--- src/rtl/clt_pkg.sv ---
// Shared types, character codes and helpers for the character LCD text layout block.
// No dependencies; imported by every module of the block.
`timescale 1ns / 1ps

package clt_pkg;

   // default geometry of the display
   localparam int LINE_LENGTH_DEF = 20;
   localparam int LINE_COUNT_DEF  = 4;

   // text codes with special meaning
   localparam logic [7:0] CHAR_NUL   = 8'h00;
   localparam logic [7:0] CHAR_LF    = 8'h0A;
   localparam logic [7:0] CHAR_CR    = 8'h0D;
   localparam logic [7:0] CHAR_SPACE = 8'h20;

   // set-address instruction
   localparam logic [7:0] SET_ADDR  = 8'h80;
   localparam logic [7:0] ADDR_MASK = 8'h7F;

   // widest repeat count that fits the field
   localparam logic [4:0] REPEAT_MAX = 5'd31;

   typedef enum logic [1:0] {
      PH_IDLE  = 2'd0,
      PH_WRITE = 2'd1,
      PH_CLIP  = 2'd2,
      PH_DRAIN = 2'd3
   } phase_type;

   typedef struct packed {
      logic       is_data;
      logic [7:0] bus_value;
      logic [4:0] repeat_count;
      logic       last_of_run;
   } entry_type;

   function automatic logic [7:0] line_base(input logic [1:0] line);
      logic [7:0] base;
      begin
         case (line)
            2'd0: base = 8'h00;
            2'd1: base = 8'h40;
            2'd2: base = 8'h14;
            2'd3: base = 8'h54;
            default: base = 8'h00;
         endcase
         return base;
      end
   endfunction

   function automatic entry_type addr_entry(input logic [1:0] line);
      entry_type e;
      begin
         e.is_data      = 1'b0;
         e.bus_value    = SET_ADDR | (line_base(line) & ADDR_MASK);
         e.repeat_count = 5'd1;
         e.last_of_run  = 1'b0;
         return e;
      end
   endfunction

   function automatic entry_type pad_entry(input logic [4:0] count);
      entry_type e;
      begin
         e.is_data      = 1'b1;
         e.bus_value    = CHAR_SPACE;
         e.repeat_count = count;
         e.last_of_run  = 1'b0;
         return e;
      end
   endfunction

endpackage

--- src/rtl/clt_layout.sv ---
// Layout state (phase, line, column) and the per-byte command list decode.
// Depends on clt_pkg.
`timescale 1ns / 1ps

module clt_layout
   import clt_pkg::*;
#(
   parameter int LINE_LENGTH = LINE_LENGTH_DEF,
   parameter int LINE_COUNT  = LINE_COUNT_DEF,
   parameter int MAX_RES     = 1 + 2 * LINE_COUNT,
   parameter int CNT_W       = $clog2(MAX_RES + 1)
) (
   input  logic                          clock,
   input  logic                          reset,
   input  logic                          take,
   input  logic [7:0]                    text_byte,
   output entry_type [MAX_RES-1:0]       list_out,
   output logic [CNT_W-1:0]              list_cnt
);

   localparam int COL_W  = $clog2(LINE_LENGTH + 1);
   localparam int BODY_N = 2 * LINE_COUNT;

   phase_type        phase_ff, phase_in, eff_phase;
   logic [1:0]       line_ff, line_in, eff_line;
   logic [COL_W-1:0] col_ff, col_in, eff_col, col_inc;
   logic             open_str;
   logic [2:0]       line_next3;
   logic             past_last;
   logic             wrap;
   logic [2:0]       nlines;
   logic [5:0]       pad_diff;
   logic [4:0]       pad_first, pad_full;
   entry_type        body [BODY_N];
   logic [CNT_W-1:0] body_cnt;

   // state as seen by this byte: an idle block opens a new string at line 0
   always_comb begin
      open_str  = (phase_ff == PH_IDLE);
      eff_phase = open_str ? PH_WRITE : phase_ff;
      eff_line  = open_str ? 2'd0 : line_ff;
      eff_col   = open_str ? '0 : col_ff;
      line_next3 = {1'b0, eff_line} + 3'd1;
      past_last  = (line_next3 >= 3'(LINE_COUNT));
      col_inc    = eff_col + COL_W'(1);
      wrap       = (col_inc >= COL_W'(LINE_LENGTH));
      nlines     = 3'(LINE_COUNT) - {1'b0, eff_line};
      pad_diff   = 6'(LINE_LENGTH) - 6'(eff_col);
      pad_first  = (pad_diff > 6'(REPEAT_MAX)) ? REPEAT_MAX : pad_diff[4:0];
      pad_full   = (6'(LINE_LENGTH) > 6'(REPEAT_MAX)) ? REPEAT_MAX : 5'(LINE_LENGTH);
   end

   // next state
   always_comb begin
      phase_in = eff_phase;
      line_in  = eff_line;
      col_in   = eff_col;
      case (eff_phase)
         PH_WRITE: begin
            if (text_byte == CHAR_NUL) begin
               phase_in = PH_IDLE;
               line_in  = 2'd0;
               col_in   = '0;
            end else if (text_byte == CHAR_LF) begin
               line_in  = line_next3[1:0];
               col_in   = '0;
               phase_in = past_last ? PH_DRAIN : PH_WRITE;
            end else if (text_byte != CHAR_CR) begin
               if (wrap) begin
                  line_in  = line_next3[1:0];
                  col_in   = '0;
                  phase_in = past_last ? PH_DRAIN : PH_CLIP;
               end else begin
                  col_in = col_inc;
               end
            end
         end
         PH_CLIP: begin
            if (text_byte == CHAR_NUL) begin
               phase_in = PH_IDLE;
               line_in  = 2'd0;
               col_in   = '0;
            end else if (text_byte == CHAR_LF) begin
               phase_in = PH_WRITE;
            end
         end
         PH_DRAIN: begin
            if (text_byte == CHAR_NUL) begin
               phase_in = PH_IDLE;
               line_in  = 2'd0;
               col_in   = '0;
            end
         end
         default: begin
            phase_in = PH_IDLE;
         end
      endcase
   end

   // command list body, before the opening address
   always_comb begin
      for (int i = 0; i < BODY_N; i++) begin
         body[i] = '0;
      end
      body_cnt = '0;
      case (eff_phase)
         PH_WRITE, PH_CLIP: begin
            if (text_byte == CHAR_NUL) begin
               // pad the rest of this line and every line below it
               for (int k = 0; k < LINE_COUNT; k++) begin
                  if (3'(k) < nlines) begin
                     body[2*k]   = pad_entry((k == 0) ? pad_first : pad_full);
                     body[2*k+1] = addr_entry(eff_line + 2'(k + 1));
                  end
               end
               body_cnt = CNT_W'({nlines, 1'b0});
            end else if (eff_phase == PH_WRITE && text_byte == CHAR_LF) begin
               body[0]  = pad_entry(pad_first);
               body[1]  = addr_entry(line_next3[1:0]);
               body_cnt = CNT_W'(2);
            end else if (eff_phase == PH_WRITE && text_byte != CHAR_CR) begin
               body[0].is_data      = 1'b1;
               body[0].bus_value    = text_byte;
               body[0].repeat_count = 5'd1;
               if (wrap) begin
                  body[1]  = addr_entry(line_next3[1:0]);
                  body_cnt = CNT_W'(2);
               end else begin
                  body_cnt = CNT_W'(1);
               end
            end
         end
         default: begin
            body_cnt = '0;
         end
      endcase
   end

   // final list: optional opening address, then the body; mark the last word
   always_comb begin
      list_cnt    = body_cnt + CNT_W'(open_str);
      list_out[0] = open_str ? addr_entry(2'd0) : body[0];
      for (int i = 1; i < BODY_N; i++) begin
         list_out[i] = open_str ? body[i-1] : body[i];
      end
      list_out[MAX_RES-1] = open_str ? body[BODY_N-1] : '0;
      for (int i = 0; i < MAX_RES; i++) begin
         list_out[i].last_of_run = (CNT_W'(i + 1) == list_cnt);
      end
   end

   always_ff @(posedge clock) begin
      if (reset) begin
         phase_ff <= PH_IDLE;
         line_ff  <= 2'd0;
         col_ff   <= '0;
      end else if (take) begin
         phase_ff <= phase_in;
         line_ff  <= line_in;
         col_ff   <= col_in;
      end
   end

   a_clip_col_zero: assert property (@(posedge clock) disable iff (reset)
      phase_ff == PH_CLIP |-> col_ff == '0)
      else $error("clip phase with nonzero column");

   a_write_in_range: assert property (@(posedge clock) disable iff (reset)
      phase_ff == PH_WRITE |->
         (col_ff < COL_W'(LINE_LENGTH)) && ({1'b0, line_ff} < 3'(LINE_COUNT)))
      else $error("write position outside the display");

   a_open_gives_words: assert property (@(posedge clock) disable iff (reset)
      take && phase_ff == PH_IDLE |-> list_cnt != '0)
      else $error("new string produced no words");

endmodule

--- src/rtl/clt_drain.sv ---
// Result buffer: holds one byte's command list and hands it out one word a cycle while out_stall is low.
// Depends on clt_pkg.
`timescale 1ns / 1ps

module clt_drain
   import clt_pkg::*;
#(
   parameter int MAX_RES = 1 + 2 * LINE_COUNT_DEF,
   parameter int CNT_W   = $clog2(MAX_RES + 1)
) (
   input  logic                    clock,
   input  logic                    reset,
   input  logic                    load,
   input  entry_type [MAX_RES-1:0] list_in,
   input  logic [CNT_W-1:0]        list_cnt,
   output logic                    ready,
   output logic                    out_valid,
   input  logic                    out_stall,
   output entry_type               out_word
);

   entry_type [MAX_RES-1:0] list_ff, list_nx_in;
   logic [CNT_W-1:0]        cnt_ff, cnt_in;
   logic                    take_out;

   assign out_valid = (cnt_ff != '0);
   assign take_out  = out_valid && !out_stall;
   assign ready     = (cnt_ff == '0) || (cnt_ff == CNT_W'(1) && !out_stall);
   assign out_word  = list_ff[0];

   always_comb begin
      list_nx_in = list_ff;
      cnt_in     = cnt_ff;
      if (load) begin
         list_nx_in = list_in;
         cnt_in     = list_cnt;
      end else if (take_out) begin
         for (int i = 0; i < MAX_RES - 1; i++) begin
            list_nx_in[i] = list_ff[i+1];
         end
         list_nx_in[MAX_RES-1] = '0;
         cnt_in = cnt_ff - CNT_W'(1);
      end
   end

   always_ff @(posedge clock) begin
      if (reset) begin
         cnt_ff <= '0;
      end else begin
         cnt_ff <= cnt_in;
      end
   end

   always_ff @(posedge clock) begin
      list_ff <= list_nx_in;
   end

   a_last_marked: assert property (@(posedge clock) disable iff (reset)
      cnt_ff == CNT_W'(1) |-> list_ff[0].last_of_run)
      else $error("final word of a run not marked");

   a_last_only_at_end: assert property (@(posedge clock) disable iff (reset)
      cnt_ff > CNT_W'(1) |-> !list_ff[0].last_of_run)
      else $error("run marked ended too early");

   a_count_bound: assert property (@(posedge clock) disable iff (reset)
      cnt_ff <= CNT_W'(MAX_RES))
      else $error("buffer count exceeds depth");

endmodule

--- src/rtl/char_lcd_text_layout.sv ---
// Character LCD text layout, top level: text bytes in, LCD write commands out.
// The first command word is offered in the cycle after the text byte is taken.
// Throughput: one word per cycle while rsp_stall is low; a byte yields 0 to
// 1 + 2 * LINE_COUNT words.
// Reset (synchronous, active high): layout returns to idle at line 0, column 0,
// and the result buffer empties.
`timescale 1ns / 1ps

module char_lcd_text_layout
   import clt_pkg::*;
#(
   parameter int LINE_LENGTH = LINE_LENGTH_DEF,
   parameter int LINE_COUNT  = LINE_COUNT_DEF
) (
   input  logic       clock,
   input  logic       reset,
   // text input
   input  logic       req_valid,
   output logic       req_stall,
   input  logic [7:0] req_text_byte,
   // command output
   output logic       rsp_valid,
   input  logic       rsp_stall,
   output logic       rsp_is_data,
   output logic [7:0] rsp_bus_value,
   output logic [4:0] rsp_repeat_count,
   output logic       rsp_last_of_run
);

   // worst case: opening address, then pad and address for every line
   localparam int MAX_RES = 1 + 2 * LINE_COUNT;
   localparam int CNT_W   = $clog2(MAX_RES + 1);

   entry_type [MAX_RES-1:0] list;
   logic [CNT_W-1:0]        list_cnt;
   logic                    buf_ready;
   logic                    req_take;
   entry_type               word;

   // take a byte whenever the buffer is empty or its final word leaves this cycle
   assign req_stall = !buf_ready;
   assign req_take  = req_valid && buf_ready;

   // decode the byte against the current layout state into a list of words
   clt_layout #(
      .LINE_LENGTH (LINE_LENGTH),
      .LINE_COUNT  (LINE_COUNT),
      .MAX_RES     (MAX_RES),
      .CNT_W       (CNT_W)
   ) u_layout (
      .clock     (clock),
      .reset     (reset),
      .take      (req_take),
      .text_byte (req_text_byte),
      .list_out  (list),
      .list_cnt  (list_cnt)
   );

   // hold the list and drain it one word a cycle while rsp_stall is low
   clt_drain #(
      .MAX_RES (MAX_RES),
      .CNT_W   (CNT_W)
   ) u_drain (
      .clock     (clock),
      .reset     (reset),
      .load      (req_take),
      .list_in   (list),
      .list_cnt  (list_cnt),
      .ready     (buf_ready),
      .out_valid (rsp_valid),
      .out_stall (rsp_stall),
      .out_word  (word)
   );

   assign rsp_is_data      = word.is_data;
   assign rsp_bus_value    = word.bus_value;
   assign rsp_repeat_count = word.repeat_count;
   assign rsp_last_of_run  = word.last_of_run;

endmodule
--- config.mk ---
export PLATFORM = sky130hd
export DESIGN_NAME = char_lcd_text_layout
export DESIGN_NICKNAME = d
export VERILOG_FILES = /design/src/rtl/clt_pkg.sv /design/src/rtl/clt_layout.sv /design/src/rtl/clt_drain.sv /design/src/rtl/char_lcd_text_layout.sv
export SDC_FILE = /design/constraint.sdc
export NUM_CORES = 1
export LEC_CHECK = 0
export ABC_AREA = 1
export ABC_CLOCK_PERIOD_IN_PS = 4940
export BUFFER_PORTS_ARGS = -buffer_cell sky130_fd_sc_hd__buf_2
export CORE_UTILIZATION = 60
export CTS_BUF_LIST = sky130_fd_sc_hd__clkbuf_8
export DETAILED_ROUTE_END_ITERATION = 8
export MAX_ROUTING_LAYER = met4
export PLACE_DENSITY = 0.79
export SLEW_MARGIN = 20
export SYNTH_ARGS = -nofsm -noshare
export SYNTH_HDL_FRONTEND = slang
export SYNTH_SLANG_ARGS = --single-unit
--- constraint.sdc ---
create_clock -name clock -period 4.94 [get_ports clock]
set_input_delay 0 -clock clock [delete_from_list [all_inputs] [get_ports clock]]
set_output_delay 0 -clock clock [all_outputs]
set_load 0.01 [all_outputs]
-- After elaboration in Yosys (flattened, before gate mapping)
Index checks and enable logic that the tools add are counted.
- bits in registers: 148
- word-level logic and storage cells: 167
- reduce and logical (&&, ||, !) cells: 20
- add/sub/neg operators: 9
- order comparisons: 7
- mux-type cells: 61
- eq/ne operators: 30
- operator list (operator ; number):
    135-bit 2-to-1 mux ; 2
    15-bit 2-to-1 mux ; 11
    30-bit 2-to-1 mux ; 5
    7-bit one-hot mux with 4 select lines ; 5
    120-bit 2-to-1 mux ; 1
    90-bit 2-to-1 mux ; 1
    14-bit 2-to-1 mux ; 3
    5-bit 2-to-1 mux ; 7
    2-bit 2-to-1 mux ; 16
    2-bit equality test, second input constant ; 12
    4-bit 2-to-1 mux ; 6
    3-bit by 4-bit equality test with 1-bit output, first input constant ; 4
    2-bit by 1-bit equality test with 1-bit output, second input constant ; 6
    2-bit zero test ; 6
    5-bit one-hot mux with 2 select lines ; 1
    2-bit by 4-bit equality test with 1-bit output, first input constant ; 2
    4-bit equality test, first input constant ; 2
    8-bit by 4-bit equality test with 1-bit output, second input constant ; 1
    8-bit zero test ; 1
    8-bit by 4-bit inequality test with 1-bit output, second input constant ; 1
    6-bit by 5-bit greater-than comparator with 1-bit output, second input constant ; 1
    1-bit by 3-bit less-than comparator with 1-bit output, first input constant ; 2
    2-bit by 3-bit less-than comparator with 1-bit output, first input constant ; 2
    2-bit one-hot mux with 3 select lines ; 1
    other kinds (21) ; 28

-- Longest topological paths before layout
Gate-level depths: netlist (run 1).
- depth after elaboration: 12
- mapped depth: 18

-- By module
From an unflattened synthesis (run 1), not the netlist that was laid out.
- cell total of the unflattened synthesis: 969
- area, all modules: 8303.0 µm²
- modules (own cells, without submodules) (module ; times used ; cells each ; seq. area each (µm²) ; area an instance (µm²)):
    clt_drain ; 1 ; 620 ; 4134.0 ; 6192.2
    clt_layout ; 1 ; 346 ; 180.2 ; 2099.5
    char_lcd_text_layout ; 1 ; 3 ; 0.0 ; 11.3

-- Worst setup path after synthesis (run 1)
No wires, ideal clock.
- path type: register to register
- start: register u_drain.cnt_ff[0]
- end: register u_drain.cnt_ff[1]
- library setup time: 0.123 ns
- arrival time: 2.500 ns
- buffers on the path: 0
- required time: 4.817 ns
- clock period less this slack: 2.623 ns
- cell stages (with the launch flop): 9
- slack: 2.317 ns
- cells stage by stage: dfxtp_1 inv_1 ha_1 nand2_1 o21ai_1 inv_1 o211ai_1 o211ai_1 inv_1
- RTL lines (element ; RTL line ; RTL):
    start, declared ; clt_drain.sv:23 ; logic [CNT_W-1:0] cnt_ff, cnt_in;
    start signal, assigned ; clt_drain.sv:50 ; cnt_ff <= cnt_in;
    4-bit nonzero test ; clt_drain.sv:26 ; assign out_valid = (cnt_ff != '0);
    named net rsp_valid ; char_lcd_text_layout.sv:22 ; output logic rsp_valid,
    1-bit logical AND ; clt_drain.sv:27 ; assign take_out = out_valid && !out_stall;
    2-bit nonzero test (no line) ; -- ;
The timed path passes the listed nets, and every way through them passes these cells. The select of a mux whose other input is x is not followed.
A chain may end at the register's enable or synchronous reset.

-- Final worst setup path (run 1)
- start: register u_layout.phase_ff[1]
- end: register u_drain.list_ff[120] in the netlist's numbering (data pin)
- cells in the longest elaborated chain, start to end: 12
- ends and longest elaborated chain (element ; RTL line ; RTL):
    start, declared ; clt_layout.sv:24 ; phase_type phase_ff, phase_in, eff_phase;
    start signal, assigned ; clt_layout.sv:158 ; phase_ff <= phase_in;
    2-bit zero test ; clt_layout.sv:39 ; open_str = (phase_ff == PH_IDLE);
    5-bit 2-to-1 mux ; clt_layout.sv:42 ; eff_col = open_str ? '0 : col_ff;
    5-bit by 1-bit adder with 5-bit output ; clt_layout.sv:45 ; col_inc = eff_col + COL_W'(1);
    5-bit greater-or-equal comparator ; clt_layout.sv:46 ; wrap = (col_inc >= COL_W'(LINE_LENGTH));
    2-bit 2-to-1 mux ; clt_layout.sv:125 ; if (wrap) begin
    4-bit 2-to-1 mux ; clt_layout.sv:121 ; end else if (eff_phase == PH_WRITE && text_byte != CHAR_CR) begin
    4-bit 2-to-1 mux ; clt_layout.sv:117 ; end else if (eff_phase == PH_WRITE && text_byte == CHAR_LF) begin
    4-bit 2-to-1 mux ; clt_layout.sv:108 ; if (text_byte == CHAR_NUL) begin
    4-bit 2-to-1 mux ; clt_layout.sv:106 ; case (eff_phase)
    4-bit by 1-bit adder with 4-bit output (*) ; clt_layout.sv:141 ; list_cnt = body_cnt + CNT_W'(open_str);
    4-bit equality test (*) ; clt_layout.sv:148 ; list_out[i].last_of_run = (CNT_W'(i + 1) == list_cnt);
    135-bit 2-to-1 mux (*) ; clt_drain.sv:34 ; if (load) begin
    end signal, assigned ; clt_drain.sv:55 ; list_ff <= list_nx_in;
    end, declared ; clt_drain.sv:22 ; entry_type [MAX_RES-1:0] list_ff, list_nx_in;
Mark *: on every way between the ends. The rest lies on a longest branch, timed or not.

==> reports/qor.yml, run 1 <==
setup_viol: 0
fillCellCount: 519
synthMuxAreaShare_pct: 0
avgViaCountPerCell: 5.57
layout-drive-gt1-share_pct: 16.1
syn2layout_area_growth_pct: 7.24
endpoint_kind: "flop"
finalMaxSlewViolations: 0
worstHoldPathType: "in -> reg"
core_sq_um: 6310
cts_tree: "built"
critical_path_arrival_ns: 2.90
routed-via-count: 3085
crit_type: "reg -> reg"
drcViolationCount: 0
synth-xor-area-share_pct: 1.37
post-route-period-util_pct: 56.5
synth_compound_area_share_pct: 9.86
dominantRegCellSynth: "edfxtp_1"
yosysUniqueCellTypes: 40
diodes: 0
die_area_sq_um: 6860
fmax_mhz: 358
mappedNetlistArea_sq_um: 3920
yosys.area_share.simple_pct: 25.4
antenna_found_initial: 0
grt_max_degree: 62
worstPathRequired_ns: 5.04
row_count: 29
cts_resized: 0
place_congestion: 0.952
clkLatencyLatePin_ns: 0.35
clk_pin_slew_worst_paths_ns: 0.07
r2r_cells: 14
p_leak_nw: 1.88
fp.dieW_microns: 82.8
final_cells: 554
rsz0062_at_grt: "false"
dp.final_hpwl_microns: 5720
status: "complete, no violations"
grt_first_pass_wirelength_microns: 13100
initialDrtViolationCount: 316
crit_path_start_kind: "flop"
die_h_microns: 82.8
portBuffers: 28
synthCells: 451
cp_max_fo: 9
final_nets: 497
synth_top_family_by_area: "simple AND/OR/NAND/NOR gates"
grt_pass1_vias: 2864
maxCapViolations: 0
slew_headroom_pct: 48.3
cts_hold_buf: 1
ys_seq_area_share_pct: 51.1
clock_sinks: 71
tightestPinTransition_ns: 0.776
layout_min_cycle_time_ns: 2.79
ys_warn_count: 0
ios: 29
irDropWorstVdd_uv: 726
placed_cells: 538
clockBufferDepth: 2
finalClockSkew_ns: 0.00420
tns_ns: 0
track_usage_pct: 25.1
gr-total-overflow: 0
htree_num_levels: 3
synth_area_per_cell_sq_um: 8.69
hold_violations: 0
drt-total-wl_microns: 8060
cts_setup_buffers: 0
powerDensity_nw_per_um2: 604
synth-adder-area-share_pct: 3.83
async_reset_ff_share_pct: 0
firstDrtPassIters: 5
wire_per_inst_microns: 14.5
final_core_util_pct: 66.6
initial_utilization_pct: 62.1
cts_root_buffer: "clkbuf_8"
synth_seq_cells: 71
holdPathStages: 3
synth-edff-count: 58
cts_inserted_buffers: 9
ant_nets: 0
stage by stage:
| stage | hold slack (ns) | worst slack [ns] | instance area, sq um | power [mW] |
|---|---|---|---|---|
| after CTS | 0.00566 | 2.16 | 4210 | 2.55 |
| after floorplan | 0.217 | 2.32 | 3930 | 1.94 |
| after global routing | 0.0172 | 1.96 | 4210 | 2.71 |
| after detailed placement | 0.313 | 2.20 | 4040 | 2.17 |
| final | 0.0251 | 2.15 | 4210 | 2.54 |
| after global placement | 0.307 | 2.31 | 4040 | 2.12 |
critical path, cell delays in order (launching register included):
cell	delay, ns
dfxtp_1	0.38
nor2_4	0.35
nor2_1	0.13
ha_1	0.24
nand2_1	0.07
nand2_1	0.05
nand3_1	0.11
nand2_2	0.11
nand2_2	0.10
nand2_1	0.10
a211oi_2	0.20
ha_1	0.30
xnor2_4	0.16
inv_2	0.08
and3_1	0.15
area by class of cell:
| type | count | area, sq um | area share (%) |
|---|---|---|---|
| Clock buffer | 9 | 124 | 2.95 |
| Clock inverter | 6 | 30.0 | 0.714 |
| Inverter | 51 | 191 | 4.55 |
| Multi-Input combinational cell | 309 | 1600 | 38.0 |
| Sequential cell | 71 | 2000 | 47.6 |
| Tap cell | 77 | 96.3 | 2.29 |
| Timing Repair Buffer | 31 | 165 | 3.93 |
cells in the mapped netlist, types with 2 or more instances:
library cell | instances | area share (%)
dfxtp_1 | 13 | 6.6
nand4_1 | 4 | 0.64
nor2_2 | 4 | 0.64
buf_2 | 6 | 0.77
buf_4 | 13 | 2.5
edfxtp_1 | 58 | 44
nand2_1 | 136 | 13
a21oi_1 | 16 | 2.0
nand3b_1 | 3 | 0.57
nor2_1 | 32 | 3.1
o21ai_0 | 26 | 3.3
nand2_2 | 9 | 1.4
ha_1 | 12 | 3.8
o211ai_1 | 8 | 1.5
inv_1 | 41 | 3.9
inv_2 | 9 | 0.86
nand3_1 | 22 | 2.8
clkbuf_1 | 2 | 0.19
xor2_1 | 2 | 0.45
o21ai_1 | 8 | 1.0
nor2_4 | 5 | 1.4
nor3_1 | 4 | 0.51
layout by cell type, fill, tap and decap left out, drive strengths merged, types with 2 or more instances in the layout:
cell,Yosys,routed
nand3b,3,3
ha,12,12
dfxtp,13,13
clkinv,1,5
nand2,145,145
nand4,4,4
edfxtp,58,58
o211ai,8,8
nor3,4,4
a21oi,16,16
or2,2,2
nand3,23,23
buf,20,30
xnor2,2,2
clkbuf,2,9
conb,1,3
nor2,42,42
inv,50,51
o31ai,2,2
xor2,2,2
o21ai,34,34
logic make-up after synthesis:
family / count (synthesis)
xor gates and xnor gates: 4
buffers and inverters: 73
other: 1
AOI/OAI and AO/OA: 66
adders and majority gates: 12
DFF: 71
and+or+nand+nor: 224
report_power, final:
group	total (mW)	leakage, nW	internal [mW]	switching, mW
combinational	0.983	1.10	0.297	0.685
clock	0.381	0.0835	0.173	0.208
sequential	1.18	0.697	1.08	0.0956
registers in the layout, indices dropped and copies added (netlist names):
register / flops
u_drain.list_ff: 43
u_drain.out_word: 15
u_layout.col_ff: 5
u_drain.cnt_ff: 4
u_layout.line_ff: 2
u_layout.phase_ff: 2
worst paths after layout:
kind                   startpoint                   end  slack [ns]
max reg2reg  u_layout.phase_ff[1]  u_drain.list_ff[120]        2.15
max          u_layout.phase_ff[1]  u_drain.list_ff[120]        2.15
min              req_text_byte[0]   u_drain.list_ff[21]        0.03
min reg2reg   u_layout.line_ff[1]   u_layout.line_ff[1]        0.47
metal layers:
layer	wire length [microns]	vias up	global-route usage, %
met4	144	0	9.72
li1	-	1527	-
met1	3490	1417	30.6
met5	0	-	-
met2	3920	127	41.0
met3	503	14	5.47
Power figures use the tool's default switching activity.
==> run 2: changes to the inputs <==
--- a/config.mk
+++ b/config.mk
@@ -6,13 +6,13 @@
 export NUM_CORES = 1
 export LEC_CHECK = 0
 export ABC_AREA = 1
-export ABC_CLOCK_PERIOD_IN_PS = 4940
+export ABC_CLOCK_PERIOD_IN_PS = 2400
 export BUFFER_PORTS_ARGS = -buffer_cell sky130_fd_sc_hd__buf_2
-export CORE_UTILIZATION = 60
+export CORE_UTILIZATION = 56
 export CTS_BUF_LIST = sky130_fd_sc_hd__clkbuf_8
 export DETAILED_ROUTE_END_ITERATION = 8
 export MAX_ROUTING_LAYER = met4
-export PLACE_DENSITY = 0.79
+export PLACE_DENSITY = 0.78
 export SLEW_MARGIN = 20
 export SYNTH_ARGS = -nofsm -noshare
 export SYNTH_HDL_FRONTEND = slang
==> constraint.sdc (replaced) <==
create_clock -name clock -period 2.4 [get_ports clock]
set_input_delay 0 -clock clock [delete_from_list [all_inputs] [get_ports clock]]
set_output_delay 0 -clock clock [all_outputs]
set_load 0.01 [all_outputs]
==> run 2 against run 1 <==
  * Via count is 2.7% higher
  * Count of clock-buffer cells in the layout stayed put
  * Combinational power is 130% higher
  * Critical path depth is 2 higher
  * Maximum frequency is 20% higher
  * Power is 120% higher
==> reports/qor.yml, run 2 (synthesized netlist as in run 1, its figures left out) <==
final_cell_mix: "nand2_1 (130), edfxtp_1 (58), inv_1 (37)"  # was nand2_1 (136), edfxtp_1 (58), inv_1 (41)
cp_max_fo: 5  # was 9
cts_inserted_buffers: 9  # unchanged
place_congestion: 0.931  # was 0.952
setup_ws_ns: 0.0739  # was 2.15 ns
rsz0062_at_grt: "true"  # was false
irDropWorstVdd_uv: 1340  # was 726 uV
track_usage_pct: 25.7  # was 25.1%
firstDrtPassIters: 5  # unchanged
ant_nets: 0  # unchanged
final_core_util_pct: 67.2  # was 66.6%
syn2layout_area_growth_pct: 16.4  # was 7.24%
diodes: 0  # unchanged
clock_sinks: 71  # unchanged
crit_type: "reg -> reg"  # unchanged
avgViaCountPerCell: 5.29  # was 5.57
placed_cells: 575  # was 538
portBuffers: 28  # unchanged
initialDrtViolationCount: 229  # was 316
drcViolationCount: 0  # unchanged
multiInputGateArea_sq_um: 1720  # was 1600 sq um
finalClockSkew_ns: 0.00933  # was 0.00420 ns
clkLatencyLatePin_ns: 0.35  # about the same
regToRegSetupSlack_ns: 0.07  # was 2.15 ns
grt_max_degree: 36  # was 62
routed-via-count: 3168  # was 3085
gr-total-overflow: 0  # unchanged
htree_num_levels: 3  # unchanged
fp.dieW_microns: 85.7  # was 82.8 microns
row_count: 30  # was 29
final_cells: 599  # was 554
layout-drive-gt1-share_pct: 25.2  # was 16.1%
core_sq_um: 6790  # was 6310 sq um
post-route-period-util_pct: 96.9  # was 56.5%
setup_viol: 0  # unchanged
reg2reg_from: "u_layout.phase_ff[0]"  # was u_layout.phase_ff[1]
fmax_mhz: 430  # was 358 MHz
final_nets: 522  # was 497
initial_utilization_pct: 57.7  # was 62.1%
finalMaxSlewViolations: 0  # unchanged
worstHoldPathType: "in -> reg"  # unchanged
p_leak_nw: 2.01  # was 1.88 nW
powerDensity_nw_per_um2: 1210  # was 604 nW/um^2
endpoint_kind: "flop"  # unchanged
tightestPinTransition_ns: 0.723  # was 0.776 ns
status: "complete, no violations"  # unchanged
grt_pass1_vias: 2987  # was 2864
final_common_cell: "nand2_1"  # unchanged
cts_tree: "built"  # unchanged
wire_per_inst_microns: 14.2  # was 14.5 microns
critical_path_arrival_ns: 2.55  # was 2.90 ns
worstPathRequired_ns: 2.62  # was 5.04 ns
crit_path_start_kind: "flop"  # unchanged
layout_min_cycle_time_ns: 2.33  # was 2.79 ns
dp.final_hpwl_microns: 6130  # was 5720 microns
clockBufferDepth: 2  # unchanged
drt-total-wl_microns: 8480  # was 8060 microns
largest_reg_flops: 43  # unchanged
slew_headroom_pct: 51.5  # was 48.3%
pre_cts_slack_ns: -0.126  # was 2.20 ns
worstHoldStart: "req_valid"  # was req_text_byte[0]
ios: 29  # unchanged
crit_start: "u_layout.phase_ff[0]"  # was u_layout.phase_ff[1]
total_power_mw: 5.54  # was 2.54 mW
fillCellCount: 534  # was 519
hold_violations: 0  # unchanged
regMostFlops: "u_drain.list_ff"  # unchanged
clk_pin_slew_worst_paths_ns: 0.08  # was 0.07 ns
regArea_sq_um: 2010  # was 2000 sq um
maxCapViolations: 0  # unchanged
die_h_microns: 85.7  # was 82.8 microns
die_area_sq_um: 7340  # was 6860 sq um
hold_slack_ns: 0.0289  # was 0.0251 ns
grt_first_pass_wirelength_microns: 13800  # was 13100 microns
cts_root_buffer: "clkbuf_8"  # unchanged
antenna_found_initial: 0  # unchanged
==> run 2: cell count changes in the layout (fill, tap and decap cells not counted), sizes merged <==
cell	delta
buf	+24
clkinvlp	+1
dlygate4sd3	+1
==> run 2: final cells by class <==
cell class	count	share of cell area [%]
clock buffers	9	2.71
clock inverters	7	1.01
inverters	51	4.28
multi-input cells	309	37.6
flip-flops and latches	71	44.0
well taps	96	2.63
repair buffers	56	7.78
==> run 2: report_power, final <==
part / total, mW / internal, mW / leakage (nW) / switching, mW
Clock: 0.849 / 0.375 / 0.0851 / 0.474
Sequential: 2.40 / 2.22 / 0.698 / 0.177
Combinational: 2.29 / 0.763 / 1.22 / 1.53
==> run 2: routing by layer <==
metal  part of all wire [%]  GRT usage [%]  wire (microns)
met5                      0              -               0
met2                     48           40.7            4040
met1                     45           32.3            3850
met4                    1.7           10.2             141
met3                    5.4           5.49             456
==> run 2: critical path: stages, from the launching register on <==
cell      delay (ns)
dfxtp_2         0.34
buf_4           0.16
inv_2           0.08
nand2_2         0.10
nand2_2         0.12
nand4_1         0.13
nand2_2         0.10
nand2_2         0.08
nand2_2         0.08
nand2_2         0.07
a211oi_4        0.23
ha_4            0.21
xnor2_4         0.13
inv_2           0.08
nor2_4          0.15
nand2_1         0.07
nand2_1         0.07
==> run 2: final timing paths <==
kind / endpoint / cells past startpoint
setup / recovery: u_drain.list_ff[60] / 16
hold / removal: u_drain.cnt_ff[3] / 4
setup reg to reg: u_drain.list_ff[60] / 16
hold reg to reg: u_layout.line_ff[1] / 2
==> run 2: what timing repair did <==
action | 4_1_cts | 5_1_grt
setup buffers | 3 | 3
hold buffers | 2 | 0
pin swaps | 6 | 17
endpoints found under the hold margin | 10 | 0
endpoints found under the setup margin | 10 | 16
resized for setup | 5 | 20
==> run 2: per-stage QoR <==
stage,setup TNS (ns),cell area [sq um]
2_1_floorplan,0,3960
3_3_place_gp,0,4230
3_5_place_dp,-0.555,4230
4_1_cts,0,4460
5_1_grt,-0.384,4570
6_report,0,4570
==> run 3: changes to the inputs <==
--- a/config.mk
+++ b/config.mk
@@ -6,13 +6,13 @@
 export NUM_CORES = 1
 export LEC_CHECK = 0
 export ABC_AREA = 1
-export ABC_CLOCK_PERIOD_IN_PS = 2400
+export ABC_CLOCK_PERIOD_IN_PS = 2950
 export BUFFER_PORTS_ARGS = -buffer_cell sky130_fd_sc_hd__buf_2
-export CORE_UTILIZATION = 56
+export CORE_UTILIZATION = 60
 export CTS_BUF_LIST = sky130_fd_sc_hd__clkbuf_8
 export DETAILED_ROUTE_END_ITERATION = 8
 export MAX_ROUTING_LAYER = met4
-export PLACE_DENSITY = 0.78
+export PLACE_DENSITY = 0.79
 export SLEW_MARGIN = 20
 export SYNTH_ARGS = -nofsm -noshare
 export SYNTH_HDL_FRONTEND = slang
==> constraint.sdc (replaced) <==
create_clock -name clock -period 2.95 [get_ports clock]
set_input_delay 0 -clock clock [delete_from_list [all_inputs] [get_ports clock]]
set_output_delay 0 -clock clock [all_outputs]
set_load 0.05 [all_outputs]
==> run 3 against run 2 <==
  * Sequential power fell by 18%
  * Maximum frequency down 14%
  * Hold slack better by 0.018 ns
  * First-iteration DRC count grew 11%
  * Clock skew fell by 0.0042 ns
  * Final cell count fell by 6.5%
  * Non-clock buffer count shrank 20
  * Global-route usage grew 1.7 points
  * Combinational power fell by 7%
  * Clock power is 2% lower
  * Critical path type unchanged
  * Critical endpoint is now u_drain.list_ff[15]
==> reports/qor.yml, run 3 (synthesized netlist as in run 1, its figures left out) <==
grt_max_degree: 42  # was 36
cts_tree: "built"  # unchanged
post-route-period-util_pct: 91.5  # was 96.9%
rsz0062_at_grt: "false"  # was true
power_frac_seq_pct: 39.8  # was 43.3%
finalClockSkew_ns: 0.00513  # was 0.00933 ns
die_area_sq_um: 6860  # was 7340 sq um
min_to: "u_drain.list_ff[21]"  # was u_drain.cnt_ff[3]
stdcell_area_sq_um: 4310  # was 4570 sq um
crit_type: "reg -> reg"  # unchanged
gr-total-overflow: 0  # unchanged
die_h_microns: 82.8  # was 85.7 microns
initialDrtViolationCount: 255  # was 229
dpl_cell_area_sq_um: 4070  # was 4230 sq um
worstHoldPathType: "in -> reg"  # unchanged
initial_utilization_pct: 62.1  # was 57.7%
setup_viol: 0  # unchanged
track_usage_pct: 27.3  # was 25.7%
combPwrFrac_pct: 43.3  # was 41.3%
crit_path_start_kind: "flop"  # unchanged
grt_pass1_vias: 3172  # was 2987
place_congestion: 0.909  # was 0.931
diodes: 0  # unchanged
reg2reg_from: "u_layout.phase_ff[1]"  # was u_layout.phase_ff[0]
tightestPinTransition_ns: 0.659  # was 0.723 ns
switchingPower_mw: 2.10  # was 2.18 mW
cell_internal_pwr_mw: 2.82  # was 3.36 mW
p_sw_share_pct: 42.7  # was 39.3%
cp_max_fo: 6  # was 5
grt_first_pass_wirelength_microns: 14500  # was 13800 microns
clk_pin_slew_worst_paths_ns: 0.07  # was 0.08 ns
r2r_cells: 16  # unchanged
firstDrtPassIters: 5  # unchanged
tns_ns: 0  # unchanged
clockBufferDepth: 2  # unchanged
antenna_found_initial: 0  # unchanged
hold_slack_ns: 0.0469  # was 0.0289 ns
drt-total-wl_microns: 8470  # was 8480 microns
fp.dieW_microns: 82.8  # was 85.7 microns
htree_num_levels: 3  # unchanged
portBuffers: 28  # unchanged
regArea_sq_um: 2000  # was 2010 sq um
layout_min_cycle_time_ns: 2.70  # was 2.33 ns
ios: 29  # unchanged
finalMaxSlewViolations: 0  # unchanged
routed-via-count: 3189  # was 3168
dp.final_hpwl_microns: 6020  # was 6130 microns
maxCapViolations: 0  # unchanged
use_met2_pct: 43.7  # was 40.7%
drcViolationCount: 0  # unchanged
grtUsageMet1_pct: 33.5  # was 32.3%
hold_violations: 0  # unchanged
cts_root_buffer: "clkbuf_8"  # unchanged
critical_path_arrival_ns: 2.91  # was 2.55 ns
largest_reg_flops: 43  # unchanged
endpoint_kind: "flop"  # unchanged
irDropWorstVdd_uv: 1170  # was 1340 uV
row_count: 29  # was 30
clkLatencyLatePin_ns: 0.35  # about the same
final_nets: 502  # was 522
p_leak_nw: 1.93  # was 2.01 nW
pre_cts_slack_ns: 0.179  # was -0.126 ns
regToRegSetupSlack_ns: 0.25  # was 0.07 ns
fillCellCount: 499  # was 534
core_sq_um: 6310  # was 6790 sq um
layout-drive-gt1-share_pct: 17.6  # was 25.2%
holdPathStages: 3  # was 4
status: "complete, no violations"  # unchanged
slew_headroom_pct: 55.8  # was 51.5%
ant_nets: 0  # unchanged
regMostFlops: "u_drain.list_ff"  # unchanged
grt_util_met3_pct: 5.27  # was 5.49%
powerDensity_nw_per_um2: 1140  # was 1210 nW/um^2
worst_r2r_endpoint: "u_drain.list_ff[15]"  # was u_drain.list_ff[60]
multiInputGateArea_sq_um: 1600  # was 1720 sq um
fmax_mhz: 370  # was 430 MHz
clock_sinks: 71  # unchanged
avgViaCountPerCell: 5.69  # was 5.29
clkPwrFrac_pct: 16.9  # was 15.3%
cts_inserted_buffers: 9  # unchanged
setup_ws_ns: 0.249  # was 0.0739 ns
wire_per_inst_microns: 15.1  # was 14.2 microns
worstHoldStart: "req_text_byte[0]"  # was req_valid
busiest_layer: "met2"  # unchanged
final_core_util_pct: 68.3  # was 67.2%
final_cell_mix: "nand2_1 (136), edfxtp_1 (58), inv_1 (41)"  # was nand2_1 (130), edfxtp_1 (58), inv_1 (37)
worstPathRequired_ns: 3.16  # was 2.62 ns
syn2layout_area_growth_pct: 9.96  # was 16.4%
final_common_cell: "nand2_1"  # unchanged
-- run 3: changes by cell type in the layout (fill, tap and decap cells not counted), sizes merged --
cell	before	now
clkinv	5	4
inv	51	50
buf	54	35
dlygate4sd3	2	1
bufinv	0	2
-- run 3: timing repair --
action / in CTS / in global routing
resized for setup: 0 / 2
setup endpoints to repair: 0 / 9
hold buffers: 1 / 0
buffers inserted: 0 / 2
endpoints found under the hold margin: 9 / 0
-- run 3: power by group through the flow --
stage / sequential, mW / clock, mW / combinational, mW
6_report: 1.96 / 0.833 / 2.13
5_1_grt: 2.00 / 0.885 / 2.34
4_1_cts: 1.96 / 0.839 / 2.10
3_5_place_dp: 1.98 / 0 / 2.08
3_3_place_gp: 1.96 / 0 / 2.01
2_1_floorplan: 2.00 / 0 / 1.66
-- run 3: metrics by stage --
stage | total power, mW | std cells
after detailed placement | 4.06 | 541
after floorplan | 3.66 | 453
after global placement | 3.97 | 541
after global routing | 5.23 | 560
final | 4.92 | 560
after CTS | 4.90 | 558
-- run 3: worst max-delay path: stages, from the launching register on --
cell	delay, ns
dfxtp_1	0.45
nor2_4	0.08
nor2_1	0.16
ha_1	0.25
inv_1	0.06
nand2_1	0.06
nand2_1	0.06
nand3_1	0.12
nand2_2	0.11
inv_1	0.09
nor2_1	0.05
ha_1	0.22
ha_1	0.36
nand2_1	0.10
nor2_1	0.20
nand2_1	0.10
nand2_1	0.08
-- run 3: area by class of cell --
| cell class | count | share of cell area [%] |
|---|---|---|
| Timing Repair Buffer | 36 | 4.70 |
| Tap cell | 77 | 2.23 |
| Inverter | 51 | 4.53 |
| Clock buffer | 9 | 2.87 |
| Multi-Input combinational cell | 309 | 37.1 |
| Clock inverter | 7 | 2.06 |
| Sequential cell | 71 | 46.5 |
-- run 3: worst max-delay path by stage --
stage                                 to                  from  cells after the start
finish               u_drain.list_ff[15]  u_layout.phase_ff[1]                     16
CTS                 u_drain.list_ff[105]  u_layout.phase_ff[1]                     15
floorplan              u_drain.cnt_ff[1]     u_drain.cnt_ff[0]                      7
global route         u_drain.list_ff[15]  u_layout.phase_ff[1]                     16
global placement    u_drain.list_ff[120]  u_layout.phase_ff[1]                     15
detailed placement  u_drain.list_ff[105]  u_layout.phase_ff[1]                     15
-- run 3: routing by layer --
metal  up-vias  routed length, microns
met5         -                       0
met4         0                     218
met3        26                     627
met2       155                    4100
met1      1473                    3520
li1       1535                       -
